$ cat src/packet_reorder_buffer_macros.svh
// Assertion helpers
`ifndef PACKET_REORDER_BUFFER_MACROS_SVH
`define PACKET_REORDER_BUFFER_MACROS_SVH
`define PRB_ASSERT_IMPL(lbl, rst, a, c) \
  lbl: assert property (@(posedge clk) disable iff (!rst) (a) |-> (c)) else $error("lbl");
`define PRB_ASSERT_NEXT(lbl, rst, a, c) \
  lbl: assert property (@(posedge clk) disable iff (!rst) (a) |=> (c)) else $error("lbl");
`endif

$ cat src/prb_pkg.sv
package prb_pkg;
  localparam int Depth = 64;
  localparam int IdxW = $clog2(Depth);
  localparam logic [19:0] DefWindow = 20'd150000;
  localparam logic [1:0] RegUseWait = 2'd0;
  localparam logic [1:0] RegDefWin = 2'd1;
  localparam logic [1:0] RegBound = 2'd2;

  typedef enum logic [6:0] {
    ST_IDLE  = 7'b0000001,
    ST_ACC   = 7'b0000010,
    ST_FLUSH = 7'b0000100,
    ST_STORE = 7'b0001000,
    ST_GAP   = 7'b0010000,
    ST_PULL  = 7'b0100000,
    ST_OUT   = 7'b1000000
  } state_t;

  typedef struct packed {
    logic load;
    logic arrive;
    logic flush_step;
    logic store;
    logic gap_step;
    logic pull;
    logic emit;
  } cmd_t;

  typedef struct packed {
    logic action;
    logic need_flush;
    logic flush_done;
    logic need_gap;
    logic gap_done;
  } sts_t;
endpackage

$ cat src/prb_ctrl.sv
module prb_ctrl (
  input  logic             clk,
  input  logic             rst_n,
  input  logic             in_tvalid,
  output logic             in_tready,
  output logic             out_tvalid,
  input  logic             out_tready,
  input  prb_pkg::sts_t    sts,
  output prb_pkg::cmd_t    cmd
);
  `include "packet_reorder_buffer_macros.svh"
  prb_pkg::state_t state_r, state_nxt;

  assign in_tready = (state_r == prb_pkg::ST_IDLE);
  assign out_tvalid = (state_r == prb_pkg::ST_OUT);

  always_comb begin
    state_nxt = state_r;
    cmd = '0;
    unique case (state_r)
      prb_pkg::ST_IDLE: begin
        if (in_tvalid) begin
          cmd.load = 1'b1;
          state_nxt = prb_pkg::ST_ACC;
        end
      end
      prb_pkg::ST_ACC: begin
        if (sts.action) begin
          state_nxt = prb_pkg::ST_PULL;
        end else begin
          cmd.arrive = 1'b1;
          state_nxt = sts.need_flush ? prb_pkg::ST_FLUSH : prb_pkg::ST_STORE;
        end
      end
      prb_pkg::ST_FLUSH: begin
        if (sts.flush_done) state_nxt = prb_pkg::ST_STORE;
        else cmd.flush_step = 1'b1;
      end
      prb_pkg::ST_STORE: begin
        cmd.store = 1'b1;
        state_nxt = sts.need_gap ? prb_pkg::ST_GAP : prb_pkg::ST_OUT;
      end
      prb_pkg::ST_GAP: begin
        if (sts.gap_done) state_nxt = prb_pkg::ST_OUT;
        else cmd.gap_step = 1'b1;
      end
      prb_pkg::ST_PULL: begin
        cmd.pull = 1'b1;
        state_nxt = prb_pkg::ST_OUT;
      end
      prb_pkg::ST_OUT: begin
        if (out_tready) begin
          cmd.emit = 1'b1;
          state_nxt = prb_pkg::ST_IDLE;
        end
      end
      default: state_nxt = prb_pkg::ST_IDLE;
    endcase
  end

  always_ff @(posedge clk) begin
    if (!rst_n) state_r <= prb_pkg::ST_IDLE;
    else state_r <= state_nxt;
  end

  `PRB_ASSERT_IMPL(a_onehot, rst_n, 1'b1, $onehot(state_r))
  `PRB_ASSERT_NEXT(a_load, rst_n, in_tvalid && in_tready, state_r == prb_pkg::ST_ACC)
  `PRB_ASSERT_IMPL(a_excl, rst_n, 1'b1, !(in_tready && out_tvalid))
endmodule

$ cat config.mk
export PLATFORM = sky130hd
export DESIGN_NAME = prb_ctrl
export DESIGN_NICKNAME = d
export VERILOG_FILES = /design/src/prb_pkg.sv /design/src/prb_ctrl.sv
export VERILOG_INCLUDE_DIRS = /design/src /design/src/src
export SDC_FILE = /design/constraint.sdc
export NUM_CORES = 1
export LEC_CHECK = 0
export ABC_AREA = 0
export BUFFER_PORTS_ARGS = -buffer_cell sky130_fd_sc_hd__buf_2
export CORE_AREA = 2 2 39 41
export CTS_CLUSTER_DIAMETER = 30
export CTS_CLUSTER_SIZE = 8
export DETAILED_ROUTE_END_ITERATION = 7
export DIE_AREA = 0 0 41 43
export PLACE_DENSITY = 0.66
export SLEW_MARGIN = 5
export SYNTH_ARGS = -nofsm -noshare
export SYNTH_HDL_FRONTEND = slang
export SYNTH_SLANG_ARGS = --single-unit
$ cat constraint.sdc
create_clock -name clk -period 3.6 [get_ports clk]
set_clock_uncertainty 0.15 [all_clocks]
set_input_delay 0.18 -clock clk [delete_from_list [all_inputs] [get_ports clk]]
set_output_delay 0.18 -clock clk [all_outputs]
set_load 0.02 [all_outputs]
==> parameters.txt, run 1 <==
Parameter                              Value

Status
  Result of the run ... completed

Logic synthesis
  Average cell area after synthesis ... 8.30 sq um
  Post-Synthesis Net Count ... 74
  Combined area of all synthesized cells ... 539 sq um
  Seq/Total Area, Yosys ... 26.0%
  Yosys cell types ... 34
  Number of warning messages in the yosys log ... 0
  Synth Register Bits ... 7
  Count of mapped cells out of synthesis ... 65

Power
  Sequential Power Share ... 44.5%
  Switching part of the total ... 27.3%
  Leakage component of the power ... 0.300 nW
  Relative contribution of the clock network to total power ... 39.8%
  Reported net switching power ... 0.0503 mW
  Combinational power share ... 15.8%
  Internal power ... 0.134 mW
  Maximum VDD drop ... 0.000183 V
  Power per cell area ... 289 nW/um^2

Cells and area
  Flip-flop and latch area ... 140 sq um
  Area added between synthesis and finish ... 18.6%
  Multi-input gate area ... 357 sq um
  Register ranked first by flip-flop count ... state_r
  Final #Nets ... 92
  Fillcell total ... 144
  Flip-flop count of the largest register after layout ... 7
  Top Registers ... state_r x7
  Share of final-layout standard cells stronger than drive strength 1 ... 30.5%
  Antenna diode count ... 0

CTS
  Number of resized instances in the post-cts repair step ... 0
  CTS clk-pin slew, worst paths ... 50 ps
  Worst skew pair latency ... 260 ps
  Cts-stage hold buffer count ... 0
  Root buffer selected by CTS ... sky130_fd_sc_hd__clkbuf_4
  Number of H-tree levels ... 1
  Number of clock sinks ... 7
  TritonCTS clock tree ... done
  Worst-case clock buffer depth ... 2
  Number of buffers created by CTS ... 3
  Post-CTS Setup Bufs ... 0

Drt
  Total via count after detailed routing ... 555
  Wire length per cell after detailed routing ... 12.6 um
  Post-detailed-route count of antenna-violating nets ... 0
  Routed WL ... 1230 um
  Iteration-0 DRC Markers ... 8
  # DRC ... 0
  Number of detailed-route iterations in the first pass ... 4
  Avg Vias per Cell ... 5.66

Worst setup path
  Biggest fanout along the worst timing path ... 10
  Data required time of the worst path ... 3270 ps
  Capture instance of the worst register-to-register path ... state_r[0]$_SDFFE_PN1P_
  R2r setup slk ... 1960 ps
  Worst r2r path cells ... 4
  Kind of critical path ... reg2out
  Crit Reg-Reg Startpoint ... state_r[4]$_SDFFE_PN0P_
  Worst path arrival time ... 1690 ps
  Critical Path Max Stage Delay ... 460 ps
  Cell at the slowest stage of the critical path ... sky130_fd_sc_hd__or3_4
  Critical Path, Cell by Cell ... or3_4 > nor3_1 > and2_1 > buf_2
  Crit path capture type ... output pin
  Worst Setup Start Kind ... flip-flop

Timing
  Actual transition at the worst max-transition pin ... 352 ps
  Post-layout minimum cycle time ... 2020 ps
  Setup violations, final ... 0
  Fin. Hold Viols ... 0
  Maximum clock rate ... 0.495 GHz
  Setup TNS ... 0 ps
  Setup repair after global routing missed its margin ... false
  Number of pins with negative max-slew slack in the final report ... 0
  Setup slack after layout ... 1580 ps
  Worst max-slew margin expressed relative to the limit ... 76.4%
  Post-route clock period utilization ... 56.1%

Min path
  End point of the most critical hold path ... state_r[5]$_SDFFE_PN0P_
  Worst min path class ... in2reg
  Hold Path Cell Cnt ... 3
  Startpoint of the most critical hold path ... sts[4]

Placed design
  Pre-CTS setup slack ... 1850 ps
  Final weighted congestion in routability-driven placement ... 0.825
  Number of buffers added on ports ... 17
  Post-DP HPWL ... 903 um

GRT
  Pin count of the biggest net entering global routing ... 11
  Global routing usage summed across all routing layers ... 17.6%
  Vias in the first global route ... 477
  Wire length of the first global-routing pass ... 2070 um
  Number of antenna violations at the first check in global routing ... 0
  Global-route congestion overflow total ... 0

Floorplanning
  Area of the die ... 1760 sq um
  Die span in y ... 43 um
  Total number of placement rows ... 14
  Initial core utilization ... 39.0%
  I/O pins ... 18
  Die outline width ... 41 um
  Area inside the core boundary ... 1380 sq um

Job
  Max-cap violations ... 0
==> how the worst max path moves through the flow <==
stage                                        from  endpoint  slack [ps]
after global placement    state_r[4]$_SDFFE_PN0P_    cmd[6]        1900
after floorplan           state_r[4]$_SDFFE_PN0P_    cmd[6]        1530
after detailed placement  state_r[4]$_SDFFE_PN0P_    cmd[6]        1850
final                     state_r[4]$_SDFFE_PN0P_    cmd[6]        1580
after global routing      state_r[4]$_SDFFE_PN0P_    cmd[6]        1460
after CTS                 state_r[4]$_SDFFE_PN0P_    cmd[6]        1570
==> synth_stat cells <==
master	n	area (sq um)
sky130_fd_sc_hd__dfxtp_1	7	140
sky130_fd_sc_hd__nor3_1	6	30.0
sky130_fd_sc_hd__nand2_1	5	18.8
sky130_fd_sc_hd__inv_1	3	11.3
sky130_fd_sc_hd__nor2_1	3	11.3
sky130_fd_sc_hd__nor2b_1	3	18.8
sky130_fd_sc_hd__a21oi_1	2	10.0
sky130_fd_sc_hd__a31oi_1	2	12.5
sky130_fd_sc_hd__and2_1	2	12.5
sky130_fd_sc_hd__and3_1	2	12.5
sky130_fd_sc_hd__buf_6	2	22.5
sky130_fd_sc_hd__nand2b_1	2	12.5
sky130_fd_sc_hd__nand3_1	2	10.0
sky130_fd_sc_hd__nor3b_1	2	15.0
sky130_fd_sc_hd__o21ai_0	2	10.0
sky130_fd_sc_hd__xor2_1	2	17.5
sky130_fd_sc_hd__a21boi_1	1	7.51
sky130_fd_sc_hd__a2bb2o_1	1	10.0
sky130_fd_sc_hd__a32oi_1	1	8.76
sky130_fd_sc_hd__and4_1	1	8.76
sky130_fd_sc_hd__and4b_1	1	10.0
sky130_fd_sc_hd__buf_2	1	5.00
sky130_fd_sc_hd__clkbuf_1	1	3.75
sky130_fd_sc_hd__nor3_4	1	16.3
sky130_fd_sc_hd__nor4_1	1	6.26
sky130_fd_sc_hd__nor4b_1	1	8.76
sky130_fd_sc_hd__o2111ai_1	1	8.76
sky130_fd_sc_hd__o211ai_1	1	7.51
sky130_fd_sc_hd__o22ai_1	1	6.26
sky130_fd_sc_hd__o41ai_4	1	27.5
sky130_fd_sc_hd__or2_2	1	6.26
sky130_fd_sc_hd__or2b_1	1	7.51
sky130_fd_sc_hd__or3_4	1	11.3
sky130_fd_sc_hd__or4b_4	1	13.8
==> cell type report <==
| cell class | count | area share, % |
|---|---|---|
| Multi-Input combinational cell | 51 | 55.8 |
| Tap cell | 16 | 3.13 |
| Sequential cell | 7 | 21.9 |
| Timing Repair Buffer | 17 | 13.3 |
| Clock buffer | 4 | 4.11 |
| Inverter | 3 | 1.76 |
==> power by group through the flow <==
| stage | sequential, mW | combinational (mW) | clock, mW |
|---|---|---|---|
| after floorplan | 0.0826 | 0.0180 | 0 |
| after global placement | 0.0837 | 0.0290 | 0 |
| after detailed placement | 0.0837 | 0.0291 | 0 |
| after CTS | 0.0821 | 0.0293 | 0.0749 |
| after global routing | 0.0825 | 0.0322 | 0.0773 |
| final | 0.0821 | 0.0291 | 0.0734 |
==> critical path: cells and delay by family, from the launching register on <==
family / cells / cell delay, ps
AND/OR/NAND/NOR: 3 / 890
flip-flops: 1 / 390
buffers and inverters: 1 / 150
==> cells in the final DEF, fill, tap and decap left out, types with 2 or more instances in the layout <==
| cell type | synthesis | layout |
|---|---|---|
| sky130_fd_sc_hd__buf_2 | 1 | 17 |
| sky130_fd_sc_hd__o21ai_0 | 2 | 2 |
| sky130_fd_sc_hd__nor3b_1 | 2 | 2 |
| sky130_fd_sc_hd__nor3_1 | 6 | 6 |
| sky130_fd_sc_hd__nand2_1 | 5 | 5 |
| sky130_fd_sc_hd__nand3_1 | 2 | 2 |
| sky130_fd_sc_hd__xor2_1 | 2 | 2 |
| sky130_fd_sc_hd__and2_1 | 2 | 2 |
| sky130_fd_sc_hd__clkbuf_4 | 0 | 3 |
| sky130_fd_sc_hd__nor2b_1 | 3 | 3 |
| sky130_fd_sc_hd__and3_1 | 2 | 2 |
| sky130_fd_sc_hd__a21oi_1 | 2 | 2 |
| sky130_fd_sc_hd__nand2b_1 | 2 | 2 |
| sky130_fd_sc_hd__dfxtp_1 | 7 | 7 |
| sky130_fd_sc_hd__nor2_1 | 3 | 3 |
| sky130_fd_sc_hd__a31oi_1 | 2 | 2 |
| sky130_fd_sc_hd__inv_1 | 3 | 3 |
==> kinds of logic after synthesis <==
| group | share of synthesized area (%) |
|---|---|
| buffers and inverters | 7.89 |
| AND/OR/NAND/NOR | 42.7 |
| flip-flops | 26.0 |
| XOR/XNOR | 3.25 |
| AO/OA/AOI/OAI | 20.2 |
==> metrics by stage <==
step                      instance area [sq um]  hold slack (ps)  utilization, %  instances  power, mW
after floorplan                             539              133               -         65      0.101
after global placement                      613              285            44.3         94      0.113
after detailed placement                    613              295            44.3         94      0.113
after CTS                                   639             21.9            46.2         98      0.186
after global routing                        639             32.0            46.2         98      0.192
final                                       639             26.2            46.2         98      0.185
==> metal layers <==
metal  global-route usage, %  vias to the layer above  share of wire (%)
li1                        -                      273                  -
met1                    22.4                      259                 43
met2                    24.7                       18                 48
met3                    6.28                        5                5.8
met4                    10.0                        0                3.2
met5                       0                        -                  0
No activity file was read; power rests on OpenSTA's default activity.
==> run 2: changes to the inputs <==
==> constraint.sdc (replaced) <==
create_clock -name clk -period 2.1 [get_ports clk]
set_clock_uncertainty 0.15 [all_clocks]
set_input_delay 0.105 -clock clk [delete_from_list [all_inputs] [get_ports clk]]
set_output_delay 0.105 -clock clk [all_outputs]
set_load 0.02 [all_outputs]
==> run 2 against run 1 <==
The run now ends with negative hold slack left. Final cell count up 3.1%. Power up 73%. Hold slack worse by 27 ps. Non-clock buffer count up 3. Register-to-register slack worse by 1500 ps. Die area unchanged. Sequential share of layout area down 0.98 points. Utilization up 2.2 points.
==> parameters.txt, run 2 (synthesized netlist as in run 1, its figures left out) <==
Parameter                              Value

Cells and area
  Register ranked first by flip-flop count ... state_r (unchanged)
  Fillcell total ... 145 (was 144)
  Final #Nets ... 95 (was 92)
  Most frequent cells in the layout ... 17 x sky130_fd_sc_hd__buf_2, 7 x sky130_fd_sc_hd__dfxtp_1, 6 x sky130_fd_sc_hd__nor3_1 (unchanged)
  Most common library cell in the layout ignoring fill and taps ... sky130_fd_sc_hd__buf_2 (unchanged)
  Area added between synthesis and finish ... 24.1% (was 18.6%)
  Share of final-layout standard cells stronger than drive strength 1 ... 29.4% (was 30.5%)
  Flip-flop count of the largest register after layout ... 7 (unchanged)
  Antenna diode count ... 0 (unchanged)
  Top Registers ... state_r x7 (unchanged)
  Final cell count without fillers ... 101 (was 98)

Placed design
  Final weighted congestion in routability-driven placement ... 0.802 (was 0.825)
  Number of cells in the design after placement ... 94 (unchanged)
  Number of buffers added on ports ... 17 (unchanged)
  Post-DP HPWL ... 979 um (was 903 um)
  Pre-CTS setup slack ... 453 ps (was 1850 ps)

Timing
  Setup TNS ... 0 ps (unchanged)
  Fin. Hold Viols ... 1 (was 0)
  Worst max-slew margin expressed relative to the limit ... 76.9% (was 76.4%)
  Number of pins with negative max-slew slack in the final report ... 0 (unchanged)
  Setup violations, final ... 0 (unchanged)
  Setup repair after global routing missed its margin ... false (unchanged)
  Maximum clock rate ... 0.512 GHz
  Post-layout minimum cycle time ... 1950 ps
  Setup slack after layout ... 147 ps (was 1580 ps)
  Worst Hold Slack ... -0.949 ps (was 26.2 ps)
  Post-route clock period utilization ... 93.0%
  Actual transition at the worst max-transition pin ... 345 ps (was 352 ps)

GRT
  Number of antenna violations at the first check in global routing ... 0 (unchanged)
  Wire length of the first global-routing pass ... 2120 um (was 2070 um)
  Global-route congestion overflow total ... 0 (unchanged)
  Global routing usage summed across all routing layers ... 17.8% (was 17.6%)
  Pin count of the biggest net entering global routing ... 11 (unchanged)
  Vias in the first global route ... 515 (was 477)

Power
  Reported net switching power ... 0.0857 mW (was 0.0503 mW)
  Combinational power share ... 16.8% (was 15.8%)
  Leakage component of the power ... 0.312 nW (was 0.300 nW)
  Maximum VDD drop ... 0.000390 V (was 0.000183 V)
  Relative contribution of the clock network to total power ... 39.0% (was 39.8%)
  Switching part of the total ... 26.8% (was 27.3%)
  Sequential Power Share ... 44.2% (was 44.5%)
  Internal power ... 0.234 mW (was 0.134 mW)
  Power per cell area ... 477 nW/um^2 (was 289 nW/um^2)

Min path
  Worst min path class ... in2reg (unchanged)
  End point of the most critical hold path ... state_r[1]$_SDFFE_PN0P_ (was state_r[5]$_SDFFE_PN0P_)
  Hold Path Cell Cnt ... 2 (was 3)
  Startpoint of the most critical hold path ... in_tvalid (was sts[4])

Floorplanning
  Total number of placement rows ... 14 (unchanged)
  Die outline width ... 41 um (unchanged)
  I/O pins ... 18 (unchanged)
  Area of the die ... 1760 sq um (unchanged)
  Die span in y ... 43 um (unchanged)
  Area inside the core boundary ... 1380 sq um (unchanged)
  Initial core utilization ... 39.0% (unchanged)

Worst setup path
  Biggest fanout along the worst timing path ... 10 (unchanged)
  Crit path capture type ... output pin (unchanged)
  Worst path arrival time ... 1700 ps (was 1690 ps)
  Capture instance of the worst register-to-register path ... state_r[6]$_SDFFE_PN0P_ (was state_r[0]$_SDFFE_PN1P_)
  First element of the critical path ... state_r[4]$_SDFFE_PN0P_ (unchanged)
  Worst Setup Start Kind ... flip-flop (unchanged)
  R2r setup slk ... 490 ps (was 1960 ps)
  Data required time of the worst path ... 1850 ps (was 3270 ps)
  Worst r2r path cells ... 4 (unchanged)
  Kind of critical path ... reg2out (unchanged)
  Crit Reg-Reg Startpoint ... state_r[4]$_SDFFE_PN0P_ (unchanged)

Job
  Max-cap violations ... 0 (unchanged)

Drt
  Iteration-0 DRC Markers ... 12 (was 8)
  Wire length per cell after detailed routing ... 13.0 um (was 12.6 um)
  Routed WL ... 1320 um (was 1230 um)
  Number of detailed-route iterations in the first pass ... 4 (unchanged)
  Post-detailed-route count of antenna-violating nets ... 0 (unchanged)
  Total via count after detailed routing ... 564 (was 555)
  Avg Vias per Cell ... 5.58 (was 5.66)
  # DRC ... 0 (unchanged)

CTS
  Root buffer selected by CTS ... sky130_fd_sc_hd__clkbuf_4 (unchanged)
  Number of H-tree levels ... 1 (unchanged)
  Number of buffers created by CTS ... 3 (unchanged)
  Worst-case clock buffer depth ... 2 (unchanged)
  Number of clock sinks ... 7 (unchanged)
  TritonCTS clock tree ... done (unchanged)
  CTS clk-pin slew, worst paths ... 50 ps (about the same)
  Worst skew pair latency ... 260 ps (about the same)
  Post-CTS Setup Bufs ... 0 (unchanged)

Status
  Violations in the final reports ... negative hold slack
  Result of the run ... complete, but fails checks (was completed)
## run 2: cell type report
cell class	instances	area, sq um	share of cell area (%)
Clock buffer	4	26.3	3.93
Multi-Input combinational cell	51	357	53.3
Timing Repair Buffer	20	115	17.2
Inverter	3	11.3	1.68
Tap cell	16	20.0	2.99
Sequential cell	7	140	20.9
## run 2: through the flow
step	total power [mW]	instance area [sq um]	utilization, %
after global routing	0.337	669	48.4
after detailed placement	0.193	613	44.3
final	0.319	669	48.4
after CTS	0.326	669	48.4
after global placement	0.193	613	44.3
after floorplan	0.172	539	-
## run 2: worst max path at each step
stage              to  slack, ps  cells past startpoint
2_1_floorplan  cmd[6]        100                      4
5_1_grt        cmd[6]         50                      4
6_report       cmd[6]        150                      4
3_3_place_gp   cmd[6]        480                      4
4_1_cts        cmd[6]        160                      4
3_5_place_dp   cmd[6]        450                      4
## run 2: layer usage
| layer | track usage, % | vias up | part of all wire, % |
|---|---|---|---|
| li1 | - | 281 | - |
| met4 | 8.00 | 0 | 2.4 |
| met5 | 0 | - | 0 |
| met3 | 6.28 | 4 | 7.1 |
| met2 | 27.8 | 19 | 47 |
| met1 | 20.7 | 260 | 43 |
## run 2: worst max-delay path, stage by stage, from the launching register on
cell	delay, ps
sky130_fd_sc_hd__dfxtp_1	400
sky130_fd_sc_hd__or3_4	470
sky130_fd_sc_hd__nor3_1	270
sky130_fd_sc_hd__and2_1	160
sky130_fd_sc_hd__buf_2	150
## run 2: timing repair
item                                   4_1_cts  5_1_grt
resized for setup                            0        0
hold buffers                                 3        0
endpoints found under the hold margin        3        0
## run 2: power groups by stage
| stage | sequential [mW] | combinational (mW) | clock [mW] |
|---|---|---|---|
| floorplan | 0.142 | 0.0308 | 0 |
| global placement | 0.143 | 0.0496 | 0 |
| detailed placement | 0.144 | 0.0496 | 0 |
| CTS | 0.141 | 0.0539 | 0.132 |
| global route | 0.141 | 0.0599 | 0.136 |
| finish | 0.141 | 0.0538 | 0.125 |
